`config.mk`:
```
export PLATFORM = sky130hd
export DESIGN_NAME = circle_ring_span_generator_unit_flat
export DESIGN_NICKNAME = d
export VERILOG_FILES = /design/src/design/crsg_pkg.sv /design/src/design/crsg_ifs.sv /design/src/design/circle_ring_span_generator_unit.sv /design/src/design/crsg_front.sv /design/src/design/crsg_queue.sv /design/src/design/crsg_root.sv /design/src/design/crsg_back.sv /design/src/flat_wrapper.sv
export VERILOG_INCLUDE_DIRS = /design/src /design/src/design
export SDC_FILE = /design/constraint.sdc
export NUM_CORES = 2
export LEC_CHECK = 0
export ABC_AREA = 1
export BUFFER_PORTS_ARGS = -buffer_cell sky130_fd_sc_hd__buf_2
export CORE_AREA = 2 2 447 782
export CTS_BUF_LIST = sky130_fd_sc_hd__clkbuf_16
export CTS_CLUSTER_SIZE = 24
export DETAILED_ROUTE_END_ITERATION = 7
export DIE_AREA = 0 0 449 784
export PLACE_DENSITY_LB_ADDON = 0.08
export SLEW_MARGIN = 40
export SYNTH_ARGS = -nofsm -noshare
export SYNTH_HDL_FRONTEND = slang
export SYNTH_HIERARCHICAL = 1
export SYNTH_SLANG_ARGS = --single-unit
```
`constraint.sdc`:
```
create_clock -name i_clk -period 49.2 [get_ports i_clk]
set_input_delay 9.84 -clock i_clk [delete_from_list [all_inputs] [get_ports i_clk]]
set_output_delay 9.84 -clock i_clk [all_outputs]
set_load 0.01 [all_outputs]
```
`src/design/assert_macros.svh`:
```
// assertion helpers used by the top unit's checks
`ifndef ASSERT_MACROS_SVH
`define ASSERT_MACROS_SVH

// plain property, checked outside reset
`define CRSG_ASSERT(lbl, prop, msg) \
    lbl: assert property (@(posedge i_clk) disable iff (!i_rst_n) (prop)) else $error(msg);

// implication, checked outside reset
`define CRSG_ASSERT_IMP(lbl, ante, cons, msg) \
    lbl: assert property (@(posedge i_clk) disable iff (!i_rst_n) (ante) |-> (cons)) \
        else $error(msg);

`endif

```
`src/design/crsg_pkg.sv`:
```
`default_nettype none

package crsg_pkg;

    localparam int CFG_IDX_W = 3;

    typedef logic [CFG_IDX_W-1:0] t_cfg_idx;

    localparam t_cfg_idx CFG_CENTER_X      = 3'd0;
    localparam t_cfg_idx CFG_CENTER_Y      = 3'd1;
    localparam t_cfg_idx CFG_OUTER_RADIUS  = 3'd2;
    localparam t_cfg_idx CFG_BORDER_WIDTH  = 3'd3;
    localparam t_cfg_idx CFG_FILL_ENABLE   = 3'd4;
    localparam t_cfg_idx CFG_BORDER_ENABLE = 3'd5;

    // row classification handed from front to back
    typedef struct packed {
        logic fill_go;
        logic bord_go;
        logic inner_hit;
    } t_class;

endpackage

`default_nettype wire

```
`src/design/crsg_ifs.sv`:
```
`default_nettype none

interface crsg_row_if #(
    parameter int P_CI = 12
);
    logic            valid;
    logic            ready;
    logic [P_CI-1:0] row;

    modport source (output valid, output row, input ready);
    modport sink   (input valid, input row, output ready);
endinterface

interface crsg_span_if #(
    parameter int P_CI = 12
);
    localparam int CO = P_CI + 2;

    logic                  valid;
    logic                  ready;
    logic [P_CI-1:0]       row_out;
    logic                  fill_valid;
    logic signed [CO-1:0]  fill_first;
    logic signed [CO-1:0]  fill_last;
    logic                  left_valid;
    logic signed [CO-1:0]  left_first;
    logic signed [CO-1:0]  left_last;
    logic                  right_valid;
    logic signed [CO-1:0]  right_first;
    logic signed [CO-1:0]  right_last;

    modport source (
        output valid, output row_out,
        output fill_valid, output fill_first, output fill_last,
        output left_valid, output left_first, output left_last,
        output right_valid, output right_first, output right_last,
        input ready
    );
    modport sink (
        input valid, input row_out,
        input fill_valid, input fill_first, input fill_last,
        input left_valid, input left_first, input left_last,
        input right_valid, input right_first, input right_last,
        output ready
    );
endinterface

interface crsg_cfg_if #(
    parameter int P_CI = 12,
    parameter int P_CF = 4
);
    localparam int DW = P_CI + P_CF;

    logic               valid;
    logic               ready;
    crsg_pkg::t_cfg_idx index;
    logic [DW-1:0]      data;

    modport source (output valid, output index, output data, input ready);
    modport sink   (input valid, input index, input data, output ready);
endinterface

`default_nettype wire

```
`src/design/circle_ring_span_generator_unit.sv`:
```
// channel   dir  handshake          payload
// i_row     in   valid / ready      row
// o_span    out  valid / ready      row_out, fill/left/right valid, first, last
// i_cfg     in   valid / ready (=1) index, data
//
// one row per cycle sustained while o_span.ready holds; a row passes 3 front stages,
// the queue write, one stage per root bit and the output register
// the two pipelined square roots set the depth, 15 stages at default widths
// reset (synchronous, active low) clears all config registers, queue and valids
// a stalled output freezes the back end; the 4-entry queue lets the front keep
// taking rows until it fills, then i_row.ready drops
`default_nettype none
`include "assert_macros.svh"

module circle_ring_span_generator_unit #(
    parameter int COORD_INT_BITS  = 12,
    parameter int COORD_FRAC_BITS = 4
) (
    input  wire logic     i_clk,
    input  wire logic     i_rst_n,
    crsg_row_if.sink      i_row,
    crsg_span_if.source   o_span,
    crsg_cfg_if.sink      i_cfg
);

    localparam int CI      = COORD_INT_BITS;
    localparam int CF      = COORD_FRAC_BITS;
    localparam int CW      = CI + CF;
    localparam int L       = CW - 1;
    localparam int CLS_W   = $bits(crsg_pkg::t_class);
    localparam int QW      = CI + 4 * L + CLS_W;
    localparam int Q_DEPTH = 4;

    logic [CW-1:0]      r_center_x, r_center_y;
    logic [L-1:0]       r_outer_radius, r_border_width;
    logic               r_fill_enable, r_border_enable;

    logic               w_f_valid, w_q_full, w_q_empty, w_b_ready;
    logic [CI-1:0]      w_f_row;
    logic [2*L-1:0]     w_f_in_rad, w_f_out_rad;
    crsg_pkg::t_class   w_f_cls;
    logic [QW-1:0]      w_q_in, w_q_out;
    logic [CI-1:0]      w_q_row;
    logic [2*L-1:0]     w_q_in_rad, w_q_out_rad;
    crsg_pkg::t_class   w_q_cls;

    assign i_cfg.ready = 1'b1;

    always_ff @(posedge i_clk) begin
        if (!i_rst_n) begin
            r_center_x      <= '0;
            r_center_y      <= '0;
            r_outer_radius  <= '0;
            r_border_width  <= '0;
            r_fill_enable   <= 1'b0;
            r_border_enable <= 1'b0;
        end else if (i_cfg.valid) begin
            unique case (i_cfg.index)
                crsg_pkg::CFG_CENTER_X:      r_center_x      <= i_cfg.data;
                crsg_pkg::CFG_CENTER_Y:      r_center_y      <= i_cfg.data;
                crsg_pkg::CFG_OUTER_RADIUS:  r_outer_radius  <= i_cfg.data[L-1:0];
                crsg_pkg::CFG_BORDER_WIDTH:  r_border_width  <= i_cfg.data[L-1:0];
                crsg_pkg::CFG_FILL_ENABLE:   r_fill_enable   <= i_cfg.data[0];
                crsg_pkg::CFG_BORDER_ENABLE: r_border_enable <= i_cfg.data[0];
                default: ;
            endcase
        end
    end

    crsg_front #(.P_CI(CI), .P_CF(CF)) u_front (
        .i_clk           (i_clk),
        .i_rst_n         (i_rst_n),
        .i_valid         (i_row.valid),
        .o_ready         (i_row.ready),
        .i_row           (i_row.row),
        .i_center_y      (r_center_y),
        .i_outer_radius  (r_outer_radius),
        .i_border_width  (r_border_width),
        .i_fill_enable   (r_fill_enable),
        .i_border_enable (r_border_enable),
        .o_valid         (w_f_valid),
        .i_ready         (!w_q_full),
        .o_row           (w_f_row),
        .o_in_rad        (w_f_in_rad),
        .o_out_rad       (w_f_out_rad),
        .o_cls           (w_f_cls)
    );

    assign w_q_in = {w_f_row, w_f_in_rad, w_f_out_rad, w_f_cls};

    crsg_queue #(.P_W(QW), .P_DEPTH(Q_DEPTH)) u_queue (
        .i_clk   (i_clk),
        .i_rst_n (i_rst_n),
        .i_push  (w_f_valid && !w_q_full),
        .i_data  (w_q_in),
        .o_full  (w_q_full),
        .i_pop   (w_b_ready && !w_q_empty),
        .o_data  (w_q_out),
        .o_empty (w_q_empty)
    );

    assign w_q_row     = w_q_out[QW-1 -: CI];
    assign w_q_in_rad  = w_q_out[4*L+CLS_W-1 -: 2*L];
    assign w_q_out_rad = w_q_out[2*L+CLS_W-1 -: 2*L];
    assign w_q_cls     = w_q_out[CLS_W-1:0];

    crsg_back #(.P_CI(CI), .P_CF(CF)) u_back (
        .i_clk         (i_clk),
        .i_rst_n       (i_rst_n),
        .i_valid       (!w_q_empty),
        .o_ready       (w_b_ready),
        .i_row         (w_q_row),
        .i_in_rad      (w_q_in_rad),
        .i_out_rad     (w_q_out_rad),
        .i_cls         (w_q_cls),
        .i_center_x    (r_center_x),
        .o_valid       (o_span.valid),
        .i_ready       (o_span.ready),
        .o_row_out     (o_span.row_out),
        .o_fill_valid  (o_span.fill_valid),
        .o_fill_first  (o_span.fill_first),
        .o_fill_last   (o_span.fill_last),
        .o_left_valid  (o_span.left_valid),
        .o_left_first  (o_span.left_first),
        .o_left_last   (o_span.left_last),
        .o_right_valid (o_span.right_valid),
        .o_right_first (o_span.right_first),
        .o_right_last  (o_span.right_last)
    );

    `CRSG_ASSERT(a_fill_zero, !(o_span.valid && !o_span.fill_valid) || (o_span.fill_first == '0 && o_span.fill_last == '0), "empty fill span has nonzero ends")
    `CRSG_ASSERT_IMP(a_left_order, o_span.valid && o_span.left_valid, o_span.left_last >= o_span.left_first, "left span ends reversed")
    `CRSG_ASSERT_IMP(a_right_border, o_span.valid && o_span.right_valid, r_border_enable && r_border_width != '0, "right span without border")
    `CRSG_ASSERT_IMP(a_fill_inner, o_span.valid && o_span.fill_valid, r_fill_enable && (r_outer_radius > r_border_width), "fill span without inner circle")

endmodule

`default_nettype wire

```
`src/design/crsg_front.sv`:
```
`default_nettype none

module crsg_front #(
    parameter int P_CI = 12,
    parameter int P_CF = 4
) (
    input  wire logic                         i_clk,
    input  wire logic                         i_rst_n,
    input  wire logic                         i_valid,
    output logic                              o_ready,
    input  wire logic [P_CI-1:0]              i_row,
    input  wire logic [P_CI+P_CF-1:0]         i_center_y,
    input  wire logic [P_CI+P_CF-2:0]         i_outer_radius,
    input  wire logic [P_CI+P_CF-2:0]         i_border_width,
    input  wire logic                         i_fill_enable,
    input  wire logic                         i_border_enable,
    output logic                              o_valid,
    input  wire logic                         i_ready,
    output logic [P_CI-1:0]                   o_row,
    output logic [2*(P_CI+P_CF-1)-1:0]        o_in_rad,
    output logic [2*(P_CI+P_CF-1)-1:0]        o_out_rad,
    output crsg_pkg::t_class                  o_cls
);

    localparam int CW   = P_CI + P_CF;
    localparam int L    = CW - 1;
    localparam int DW   = CW + 2;
    localparam int HALF = 1 << (P_CF - 1);

    logic [2:0]          r_v;
    logic                w_adv;
    logic [P_CI-1:0]     r_row0, r_row1, r_row2;
    logic [CW-1:0]       r_abs1;
    logic [L-1:0]        r_fr1;
    logic [2*CW-1:0]     r_dy_sq;
    logic [2*L-1:0]      r_fr_sq;
    logic [2*L-1:0]      r_r_sq;

    logic signed [DW-1:0] w_dy;
    logic [DW-1:0]        w_neg;
    logic [CW-1:0]        w_abs;
    logic [L-1:0]         w_fr;
    logic                 w_in_ge, w_out_ge;
    logic [2*CW-1:0]      w_in_diff, w_out_diff;

    assign w_adv   = !r_v[2] || i_ready;
    assign o_ready = w_adv;

    // sample point sits half a pixel below the row index
    assign w_dy  = $signed({2'b00, r_row0, {P_CF{1'b0}}}) + $signed(DW'(HALF))
                 - $signed({2'b00, i_center_y});
    assign w_neg = -w_dy;
    assign w_abs = w_dy[DW-1] ? w_neg[CW-1:0] : w_dy[CW-1:0];
    assign w_fr  = (i_outer_radius > i_border_width) ? (i_outer_radius - i_border_width) : '0;

    always_ff @(posedge i_clk) begin
        if (!i_rst_n) begin
            r_v <= '0;
        end else if (w_adv) begin
            r_v <= {r_v[1:0], i_valid};
        end
    end

    always_ff @(posedge i_clk) begin
        if (w_adv) begin
            r_row0  <= i_row;
            r_row1  <= r_row0;
            r_abs1  <= w_abs;
            r_fr1   <= w_fr;
            r_row2  <= r_row1;
            r_dy_sq <= r_abs1 * r_abs1;
            r_fr_sq <= r_fr1 * r_fr1;
            r_r_sq  <= i_outer_radius * i_outer_radius;
        end
    end

    assign w_in_ge    = {2'b00, r_fr_sq} >= r_dy_sq;
    assign w_out_ge   = {2'b00, r_r_sq} >= r_dy_sq;
    assign w_in_diff  = {2'b00, r_fr_sq} - r_dy_sq;
    assign w_out_diff = {2'b00, r_r_sq} - r_dy_sq;

    assign o_valid   = r_v[2];
    assign o_row     = r_row2;
    assign o_in_rad  = w_in_ge ? w_in_diff[2*L-1:0] : '0;
    assign o_out_rad = w_out_ge ? w_out_diff[2*L-1:0] : '0;

    always_comb begin
        o_cls           = '0;
        o_cls.fill_go   = i_fill_enable && (i_outer_radius > i_border_width) && w_in_ge;
        o_cls.bord_go   = i_border_enable && (i_border_width != '0) && w_out_ge;
        o_cls.inner_hit = w_in_ge;
    end

endmodule

`default_nettype wire

```
`src/design/crsg_queue.sv`:
```
`default_nettype none

module crsg_queue #(
    parameter int P_W     = 64,
    parameter int P_DEPTH = 4
) (
    input  wire logic           i_clk,
    input  wire logic           i_rst_n,
    input  wire logic           i_push,
    input  wire logic [P_W-1:0] i_data,
    output logic                o_full,
    input  wire logic           i_pop,
    output logic [P_W-1:0]      o_data,
    output logic                o_empty
);

    localparam int AW = $clog2(P_DEPTH);
    localparam int NW = $clog2(P_DEPTH + 1);

    logic [P_W-1:0] r_mem [P_DEPTH];
    logic [AW-1:0]  r_wr, r_rd;
    logic [NW-1:0]  r_cnt;

    assign o_full  = r_cnt == NW'(P_DEPTH);
    assign o_empty = r_cnt == '0;
    assign o_data  = r_mem[r_rd];

    always_ff @(posedge i_clk) begin
        if (i_push) begin
            r_mem[r_wr] <= i_data;
        end
    end

    always_ff @(posedge i_clk) begin
        if (!i_rst_n) begin
            r_wr  <= '0;
            r_rd  <= '0;
            r_cnt <= '0;
        end else begin
            if (i_push) begin
                r_wr <= (r_wr == AW'(P_DEPTH - 1)) ? '0 : r_wr + AW'(1);
            end
            if (i_pop) begin
                r_rd <= (r_rd == AW'(P_DEPTH - 1)) ? '0 : r_rd + AW'(1);
            end
            if (i_push && !i_pop) begin
                r_cnt <= r_cnt + NW'(1);
            end else if (i_pop && !i_push) begin
                r_cnt <= r_cnt - NW'(1);
            end
        end
    end

endmodule

`default_nettype wire

```
`src/design/crsg_root.sv`:
```
`default_nettype none

module crsg_root #(
    parameter int P_W = 30
) (
    input  wire logic             i_clk,
    input  wire logic             i_en,
    input  wire logic [P_W-1:0]   i_rad,
    output logic [P_W/2-1:0]      o_root
);

    localparam int NB = P_W / 2;
    localparam int RW = NB + 2;
    localparam int XW = NB + 4;

    // one root bit per stage, two radicand bits consumed each stage
    logic [P_W-1:0] r_x   [NB];
    logic [RW-1:0]  r_rem [NB];
    logic [NB-1:0]  r_q   [NB];

    logic [P_W-1:0] w_x_in   [NB];
    logic [RW-1:0]  w_rem_in [NB];
    logic [NB-1:0]  w_q_in   [NB];
    logic [XW-1:0]  w_cat    [NB];
    logic [XW-1:0]  w_trial  [NB];
    logic [XW-1:0]  w_diff   [NB];
    logic [NB-1:0]  w_ge;

    always_comb begin
        for (int s = 0; s < NB; s++) begin
            if (s == 0) begin
                w_x_in[s]   = i_rad;
                w_rem_in[s] = '0;
                w_q_in[s]   = '0;
            end else begin
                w_x_in[s]   = r_x[s-1];
                w_rem_in[s] = r_rem[s-1];
                w_q_in[s]   = r_q[s-1];
            end
            w_cat[s]   = {w_rem_in[s], w_x_in[s][P_W-1 -: 2]};
            w_trial[s] = {2'b00, w_q_in[s], 2'b01};
            w_ge[s]    = w_cat[s] >= w_trial[s];
            w_diff[s]  = w_cat[s] - w_trial[s];
        end
    end

    always_ff @(posedge i_clk) begin
        if (i_en) begin
            for (int s = 0; s < NB; s++) begin
                r_x[s]   <= {w_x_in[s][P_W-3:0], 2'b00};
                r_rem[s] <= w_ge[s] ? w_diff[s][RW-1:0] : w_cat[s][RW-1:0];
                r_q[s]   <= {w_q_in[s][NB-2:0], w_ge[s]};
            end
        end
    end

    assign o_root = r_q[NB-1];

endmodule

`default_nettype wire

```
`src/design/crsg_back.sv`:
```
`default_nettype none

module crsg_back #(
    parameter int P_CI = 12,
    parameter int P_CF = 4
) (
    input  wire logic                         i_clk,
    input  wire logic                         i_rst_n,
    input  wire logic                         i_valid,
    output logic                              o_ready,
    input  wire logic [P_CI-1:0]              i_row,
    input  wire logic [2*(P_CI+P_CF-1)-1:0]   i_in_rad,
    input  wire logic [2*(P_CI+P_CF-1)-1:0]   i_out_rad,
    input  wire crsg_pkg::t_class             i_cls,
    input  wire logic [P_CI+P_CF-1:0]         i_center_x,
    output logic                              o_valid,
    input  wire logic                         i_ready,
    output logic [P_CI-1:0]                   o_row_out,
    output logic                              o_fill_valid,
    output logic signed [P_CI+1:0]            o_fill_first,
    output logic signed [P_CI+1:0]            o_fill_last,
    output logic                              o_left_valid,
    output logic signed [P_CI+1:0]            o_left_first,
    output logic signed [P_CI+1:0]            o_left_last,
    output logic                              o_right_valid,
    output logic signed [P_CI+1:0]            o_right_first,
    output logic signed [P_CI+1:0]            o_right_last
);

    localparam int CW     = P_CI + P_CF;
    localparam int L      = CW - 1;
    localparam int SW     = CW + 2;
    localparam int CO     = P_CI + 2;
    localparam int ONE_M1 = (1 << P_CF) - 1;

    logic                 w_adv;
    logic [L-1:0]         w_din, w_dout;
    logic [L-1:0]         r_sv;
    logic [P_CI-1:0]      r_srow [L];
    crsg_pkg::t_class     r_scls [L];
    crsg_pkg::t_class     w_cls;

    logic signed [SW-1:0] w_cx, w_do, w_di, w_a, w_b, w_c, w_d;
    logic signed [CO-1:0] w_ff, w_fl, w_lf, w_ll, w_rf, w_rl;
    logic                 w_fv, w_lv, w_rv;

    logic                 r_ov;
    logic [P_CI-1:0]      r_row;
    logic                 r_fv, r_lv, r_rv;
    logic signed [CO-1:0] r_ff, r_fl, r_lf, r_ll, r_rf, r_rl;

    function automatic logic signed [CO-1:0] f_floor(input logic signed [SW-1:0] v);
        return v[SW-1:P_CF];
    endfunction

    function automatic logic signed [CO-1:0] f_ceil(input logic signed [SW-1:0] v);
        logic signed [SW-1:0] t;
        t = v + $signed(SW'(ONE_M1));
        return t[SW-1:P_CF];
    endfunction

    // whole back end moves together; the output register is its last stage
    assign w_adv   = !r_ov || i_ready;
    assign o_ready = w_adv;

    crsg_root #(.P_W(2 * L)) u_root_in (
        .i_clk  (i_clk),
        .i_en   (w_adv),
        .i_rad  (i_in_rad),
        .o_root (w_din)
    );

    crsg_root #(.P_W(2 * L)) u_root_out (
        .i_clk  (i_clk),
        .i_en   (w_adv),
        .i_rad  (i_out_rad),
        .o_root (w_dout)
    );

    always_ff @(posedge i_clk) begin
        if (!i_rst_n) begin
            r_sv <= '0;
            r_ov <= 1'b0;
        end else if (w_adv) begin
            r_sv <= {r_sv[L-2:0], i_valid};
            r_ov <= r_sv[L-1];
        end
    end

    always_ff @(posedge i_clk) begin
        if (w_adv) begin
            r_srow[0] <= i_row;
            r_scls[0] <= i_cls;
            for (int k = 1; k < L; k++) begin
                r_srow[k] <= r_srow[k-1];
                r_scls[k] <= r_scls[k-1];
            end
        end
    end

    assign w_cls = r_scls[L-1];
    assign w_cx  = $signed({2'b00, i_center_x});
    assign w_do  = $signed({3'b000, w_dout});
    assign w_di  = $signed({3'b000, w_din});
    assign w_a   = w_cx - w_do;
    assign w_b   = w_cx + w_do;
    assign w_c   = w_cx - w_di;
    assign w_d   = w_cx + w_di;

    always_comb begin
        w_ff = f_floor(w_c);
        w_fl = f_ceil(w_d);
        w_lf = f_floor(w_a);
        // a row that misses the inner circle gives one whole span
        w_ll = w_cls.inner_hit ? (f_ceil(w_c) - CO'(1)) : f_ceil(w_b);
        w_rf = f_ceil(w_d);
        w_rl = f_floor(w_b);
        w_fv = w_cls.fill_go && (w_fl >= w_ff);
        w_lv = w_cls.bord_go && (w_ll >= w_lf);
        w_rv = w_cls.bord_go && w_cls.inner_hit && (w_rl >= w_rf);
    end

    always_ff @(posedge i_clk) begin
        if (w_adv) begin
            r_row <= r_srow[L-1];
            r_fv  <= w_fv;
            r_ff  <= w_fv ? w_ff : '0;
            r_fl  <= w_fv ? w_fl : '0;
            r_lv  <= w_lv;
            r_lf  <= w_lv ? w_lf : '0;
            r_ll  <= w_lv ? w_ll : '0;
            r_rv  <= w_rv;
            r_rf  <= w_rv ? w_rf : '0;
            r_rl  <= w_rv ? w_rl : '0;
        end
    end

    assign o_valid       = r_ov;
    assign o_row_out     = r_row;
    assign o_fill_valid  = r_fv;
    assign o_fill_first  = r_ff;
    assign o_fill_last   = r_fl;
    assign o_left_valid  = r_lv;
    assign o_left_first  = r_lf;
    assign o_left_last   = r_ll;
    assign o_right_valid = r_rv;
    assign o_right_first = r_rf;
    assign o_right_last  = r_rl;

endmodule

`default_nettype wire

```
`src/flat_wrapper.sv`:
```
// flat-port wrapper written by rule: the top's interface ports become plain ports
module circle_ring_span_generator_unit_flat 
#(
    parameter int COORD_INT_BITS  = 12,
    parameter int COORD_FRAC_BITS = 4
)
  (i_clk, i_rst_n, i_row_valid, i_row_row, i_row_ready, o_span_valid, o_span_row_out, o_span_fill_valid, o_span_fill_first, o_span_fill_last, o_span_left_valid, o_span_left_first, o_span_left_last, o_span_right_valid, o_span_right_first, o_span_right_last, o_span_ready, i_cfg_valid, i_cfg_index, i_cfg_data, i_cfg_ready);
  crsg_row_if #(.P_CI((12))) i_row_i ();
  crsg_span_if #(.P_CI((12))) o_span_i ();
  crsg_cfg_if #(.P_CI((12)), .P_CF((4))) i_cfg_i ();
  input  wire logic i_clk;
  input  wire logic i_rst_n;
  input wire logic [$bits(i_row_i.valid)-1:0] i_row_valid;
  input wire logic [$bits(i_row_i.row)-1:0] i_row_row;
  output wire logic [$bits(i_row_i.ready)-1:0] i_row_ready;
  output wire logic [$bits(o_span_i.valid)-1:0] o_span_valid;
  output wire logic [$bits(o_span_i.row_out)-1:0] o_span_row_out;
  output wire logic [$bits(o_span_i.fill_valid)-1:0] o_span_fill_valid;
  output wire logic [$bits(o_span_i.fill_first)-1:0] o_span_fill_first;
  output wire logic [$bits(o_span_i.fill_last)-1:0] o_span_fill_last;
  output wire logic [$bits(o_span_i.left_valid)-1:0] o_span_left_valid;
  output wire logic [$bits(o_span_i.left_first)-1:0] o_span_left_first;
  output wire logic [$bits(o_span_i.left_last)-1:0] o_span_left_last;
  output wire logic [$bits(o_span_i.right_valid)-1:0] o_span_right_valid;
  output wire logic [$bits(o_span_i.right_first)-1:0] o_span_right_first;
  output wire logic [$bits(o_span_i.right_last)-1:0] o_span_right_last;
  input wire logic [$bits(o_span_i.ready)-1:0] o_span_ready;
  input wire logic [$bits(i_cfg_i.valid)-1:0] i_cfg_valid;
  input wire logic [$bits(i_cfg_i.index)-1:0] i_cfg_index;
  input wire logic [$bits(i_cfg_i.data)-1:0] i_cfg_data;
  output wire logic [$bits(i_cfg_i.ready)-1:0] i_cfg_ready;
  assign i_row_i.valid = i_row_valid;
  assign i_row_i.row = i_row_row;
  assign i_row_ready = i_row_i.ready;
  assign o_span_valid = o_span_i.valid;
  assign o_span_row_out = o_span_i.row_out;
  assign o_span_fill_valid = o_span_i.fill_valid;
  assign o_span_fill_first = o_span_i.fill_first;
  assign o_span_fill_last = o_span_i.fill_last;
  assign o_span_left_valid = o_span_i.left_valid;
  assign o_span_left_first = o_span_i.left_first;
  assign o_span_left_last = o_span_i.left_last;
  assign o_span_right_valid = o_span_i.right_valid;
  assign o_span_right_first = o_span_i.right_first;
  assign o_span_right_last = o_span_i.right_last;
  assign o_span_i.ready = o_span_ready;
  assign i_cfg_i.valid = i_cfg_valid;
  assign i_cfg_i.index = i_cfg_index;
  assign i_cfg_i.data = i_cfg_data;
  assign i_cfg_ready = i_cfg_i.ready;
  circle_ring_span_generator_unit #(.COORD_INT_BITS(COORD_INT_BITS), .COORD_FRAC_BITS(COORD_FRAC_BITS)) u_core (.i_clk(i_clk), .i_rst_n(i_rst_n), .i_row(i_row_i), .o_span(o_span_i), .i_cfg(i_cfg_i));
endmodule
```
==> flow_summary.json <==
{
  "result_of_the_run": "finished clean",
  "cts_hold_buf": 0,
  "initialDrtViolationCount": 4082,
  "cap_violations": 0,
  "buffer_ports.inserted": 133,
  "die_area_mm2": 0.352,
  "final_common_cell": "nand2_1",
  "endpoint_kind": "register",
  "power_per_cell_area_mw_per_mm2": 75.2,
  "clkTransAtPathRegs_ns": 0.06,
  "place_congestion": 0.912,
  "route.vias.total": 83400,
  "drc": 0,
  "number_of_flops_mapped_to_enable_cells_by_yosys": 1875,
  "launching_instance_or_port_of_the_critical_path": "o_span_ready",
  "worst_pin_slew_ns": 0.874,
  "sequential_area_share_after_synthesis_pct": 48.2,
  "power_frac_seq_pct": 31.1,
  "layout.cells.most_common_list": "nand2_1 (3147), inv_1 (2473), edfxtp_1 (1875)",
  "num_io_pins": 138,
  "worst_ep_required_time_ns": 49.71,
  "antenna_left": 0,
  "p_leak_nw": 64.4,
  "comb_power_share_pct": 53.4,
  "timing.hold.worst.start": "u_core/u_back/u_root_in/r_x[0][119]$_DFFE_PP_",
  "critical_path.reg2reg.startpoint": "u_core/u_front/r_fr1[12]$_SDFFCE_PP0P_",
  "final_nets": 14200,
  "floorplan.initialDensity_pct": 34.9,
  "skew_ns": 0.0807,
  "synthesis.instances": 12800,
  "clock_tree.htree_level_count": 4,
  "critPathMaxFanout": 135,
  "setup-tns-final_ns": 0,
  "placement.cell_area_mm2": 0.126,
  "grt_max_degree": 136,
  "holdCritPathClass": "reg -> reg",
  "clock_power_share_pct": 15.5,
  "clkLatencyLatePin_ns": 0.93,
  "drv_slew": 0,
  "flow.area_growth_from_synthesis_pct": 10.2,
  "overall_fraction_of_global_route_tracks_in_use_pct": 18.3,
  "ir_worst_vdd_mv": 0.180,
  "power.total_mw": 9.99,
  "design_area_mm2": 0.133,
  "finalHoldViolCount": 0,
  "routed_wirelength_mm": 325,
  "ys_dominant_reg_cell": "edfxtp_1",
  "cts.path.max_buffers": 4,
  "post-dp-hpwl_mm": 257,
  "achievable-frequency_mhz": 75.7,
  "yosys.cell_types.count": 73,
  "internal_power_mw": 5.43,
  "start_kind": "primary input",
  "postCtsResizedCells": 0,
  "avgRoutedWirePerCell_um": 18.3,
  "placeableCoreArea_mm2": 0.346,
  "vias_in_the_first_global_route": 87400,
  "swShare_pct": 45.6,
  "cts_setup_buffers": 0,
  "synth-warning-count": 6,
  "net-switching-power_mw": 4.55,
  "routed_via_density": 4.70,
  "rsz_0062_raised_after_global_routing": "false",
  "die_width_um": 449,
  "timing.slew.headroom_pct": 41.7,
  "cts_buffers": 203,
  "final.period_utilization_pct": 26.9,
  "netlist_area_mm2": 0.121,
  "grt_antenna_before_repair": 4,
  "gr-total-overflow": 0,
  "clock-sinks": 1967,
  "syn_avg_cell_area_um2": 9.41,
  "post_route_cells_drive_above_1_share_pct": 7.12,
  "timing.final.crit_period_ns": 13.21,
  "tritoncts": "built",
  "root_buffer": "clkbuf_16",
  "wire_length_of_the_first_global_routing_pass_mm": 500,
  "post_synthesis_async_set_or_reset_flop_share_pct": 0,
  "post_synthesis_register_bit_count": 1967,
  "detailedRoute.firstPassIterationCount": 7,
  "final-setup-viol-count": 0,
  "critical_path_arrival_ns": 13.72,
  "num_rows": 286,
  "setup.worst_path.class": "in -> reg",
  "dieHeight_um": 784
}
## worst max-delay path, stage by stage
cell and delay [ns]:
buf_2 0.08, nor2_1 0.03, buf_4 0.19, clkinv_8 0.33, buf_12 0.54, buf_6 0.58, buf_4 0.38, buf_12 0.28
buf_12 0.47, buf_16 0.41
## logic make-up after synthesis
kind of cell / synth area share, %
other: 0.0125
XOR/XNOR: 2.56
buffers and inverters: 9.12
multiplexers: 0.0187
adder cells (fa/ha/maj): 15.2
flip-flops: 48.2
AND/OR/NAND/NOR: 19.2
AO/OA/AOI/OAI: 5.61
## flip-flops by register name (all words and copies together) (netlist names), 15 cells and up, named ones only
signal,cells
u_core/r_outer_radius,15
u_core/u_back/r_scls,45
u_core/u_back/u_root_in/r_rem,220
u_core/u_front/r_fr_sq,29
u_core/u_back/u_root_out/r_rem,220
u_core/u_back/u_root_out/r_x,210
u_core/u_queue/r_mem,300
u_core/u_front/r_fr1,15
u_core/u_back/r_sv,15
u_core/r_center_y,16
u_core/u_front/r_abs1,16
u_core/u_back/u_root_in/r_q,120
u_core/r_center_x,16
u_core/u_front/r_dy_sq,31
u_core/r_border_width,15
u_core/u_back/r_srow,180
u_core/u_back/u_root_in/r_x,210
u_core/u_front/r_r_sq,29
u_core/u_back/u_root_out/r_q,120
## layout make-up
cell class | count | area, um^2
Timing Repair Buffer | 209 | 1490
Inverter | 2498 | 9410
Fill cell | 34700 | 213000
Antenna cell | 4 | 10.0
Sequential cell | 1967 | 58200
Multi-Input combinational cell | 8093 | 51400
Clock inverter | 161 | 1450
Clock buffer | 205 | 5130
Tap cell | 4608 | 5770
## routing by layer
metal  track usage, %  wire length [um]  up-vias
li1                 -                 -    41600
met1             17.5            112000    39800
met2             37.2            183000     1376
met3             1.71              8720      653
met4             10.5             21300        2
met5                0                14        -
## per-stage QoR
| stage | worst slack (ns) | hold WS, ns | cells | utilization (%) |
|---|---|---|---|---|
| after global routing | 35.70 | 0.402 | 17700 | 38.4 |
| after global placement | 34.72 | 0.400 | 17400 | 36.4 |
| after CTS | 35.51 | 0.399 | 17700 | 38.4 |
| final | 35.99 | 0.397 | 17700 | 38.4 |
| after detailed placement | 34.52 | 0.405 | 17400 | 36.5 |
| after floorplan | 19.53 | 0.400 | 12800 | - |
## worst paths after layout
path                                                                      end  slack [ns]  cells after the start
worst max-delay path                   u_core/u_back/r_srow[12][11]$_DFFE_PP_       35.99                     10
worst min register to register  u_core/u_back/u_root_in/r_x[0][147]$_DFFE_PP_        0.40                      0
worst min-delay path            u_core/u_back/u_root_in/r_x[0][147]$_DFFE_PP_        0.40                      0
worst max register to register           u_core/u_front/r_fr_sq[20]$_DFFE_PP_       42.74                     18
## power groups by stage
stage / logic (mW) / registers [mW] / clock network [mW]
global placement: 5.37 / 3.16 / 0
global route: 6.06 / 3.17 / 1.67
finish: 5.33 / 3.11 / 1.55
floorplan: 3.84 / 2.95 / 0
detailed placement: 5.39 / 3.16 / 0
CTS: 5.43 / 3.13 / 1.61
## cells in the mapped netlist, types with 10 or more instances
master    count  area (um^2)
a21o_1       29          218
a21oi_1     438         2190
a21oi_2      12          105
a31oi_1      14         87.6
and2_1       17          106
buf_2        42          210
buf_4        59          443
buf_6        30          338
clkbuf_1    104          390
dfxtp_1      92         1840
edfxtp_1   1875        56300
fa_1        448         8970
ha_1        752         9410
inv_1      2450         9200
inv_2        43          161
nand2_1    3149        11800
nand2_2      50          313
nand2_4      17          191
nand3_1     533         2670
nand3_2      16          160
nand3b_1     59          443
nand4_1     230         1440
nor2_1     1022         3840
nor2_2       48          300
nor2_4       67          754
nor3_1      102          510
nor4_1       11         68.8
o211ai_1     10         75.1
o21a_1       22          165
o21ai_0     371         1860
o21ai_1      81          405
o21ai_2      29          254
o21bai_1     36          270
o22ai_1      35          219
o22ai_2      40          500
or2_2        30          188
xnor2_1     107          937
xor2_1      243         2130
(Power assumes the default switching activity.)
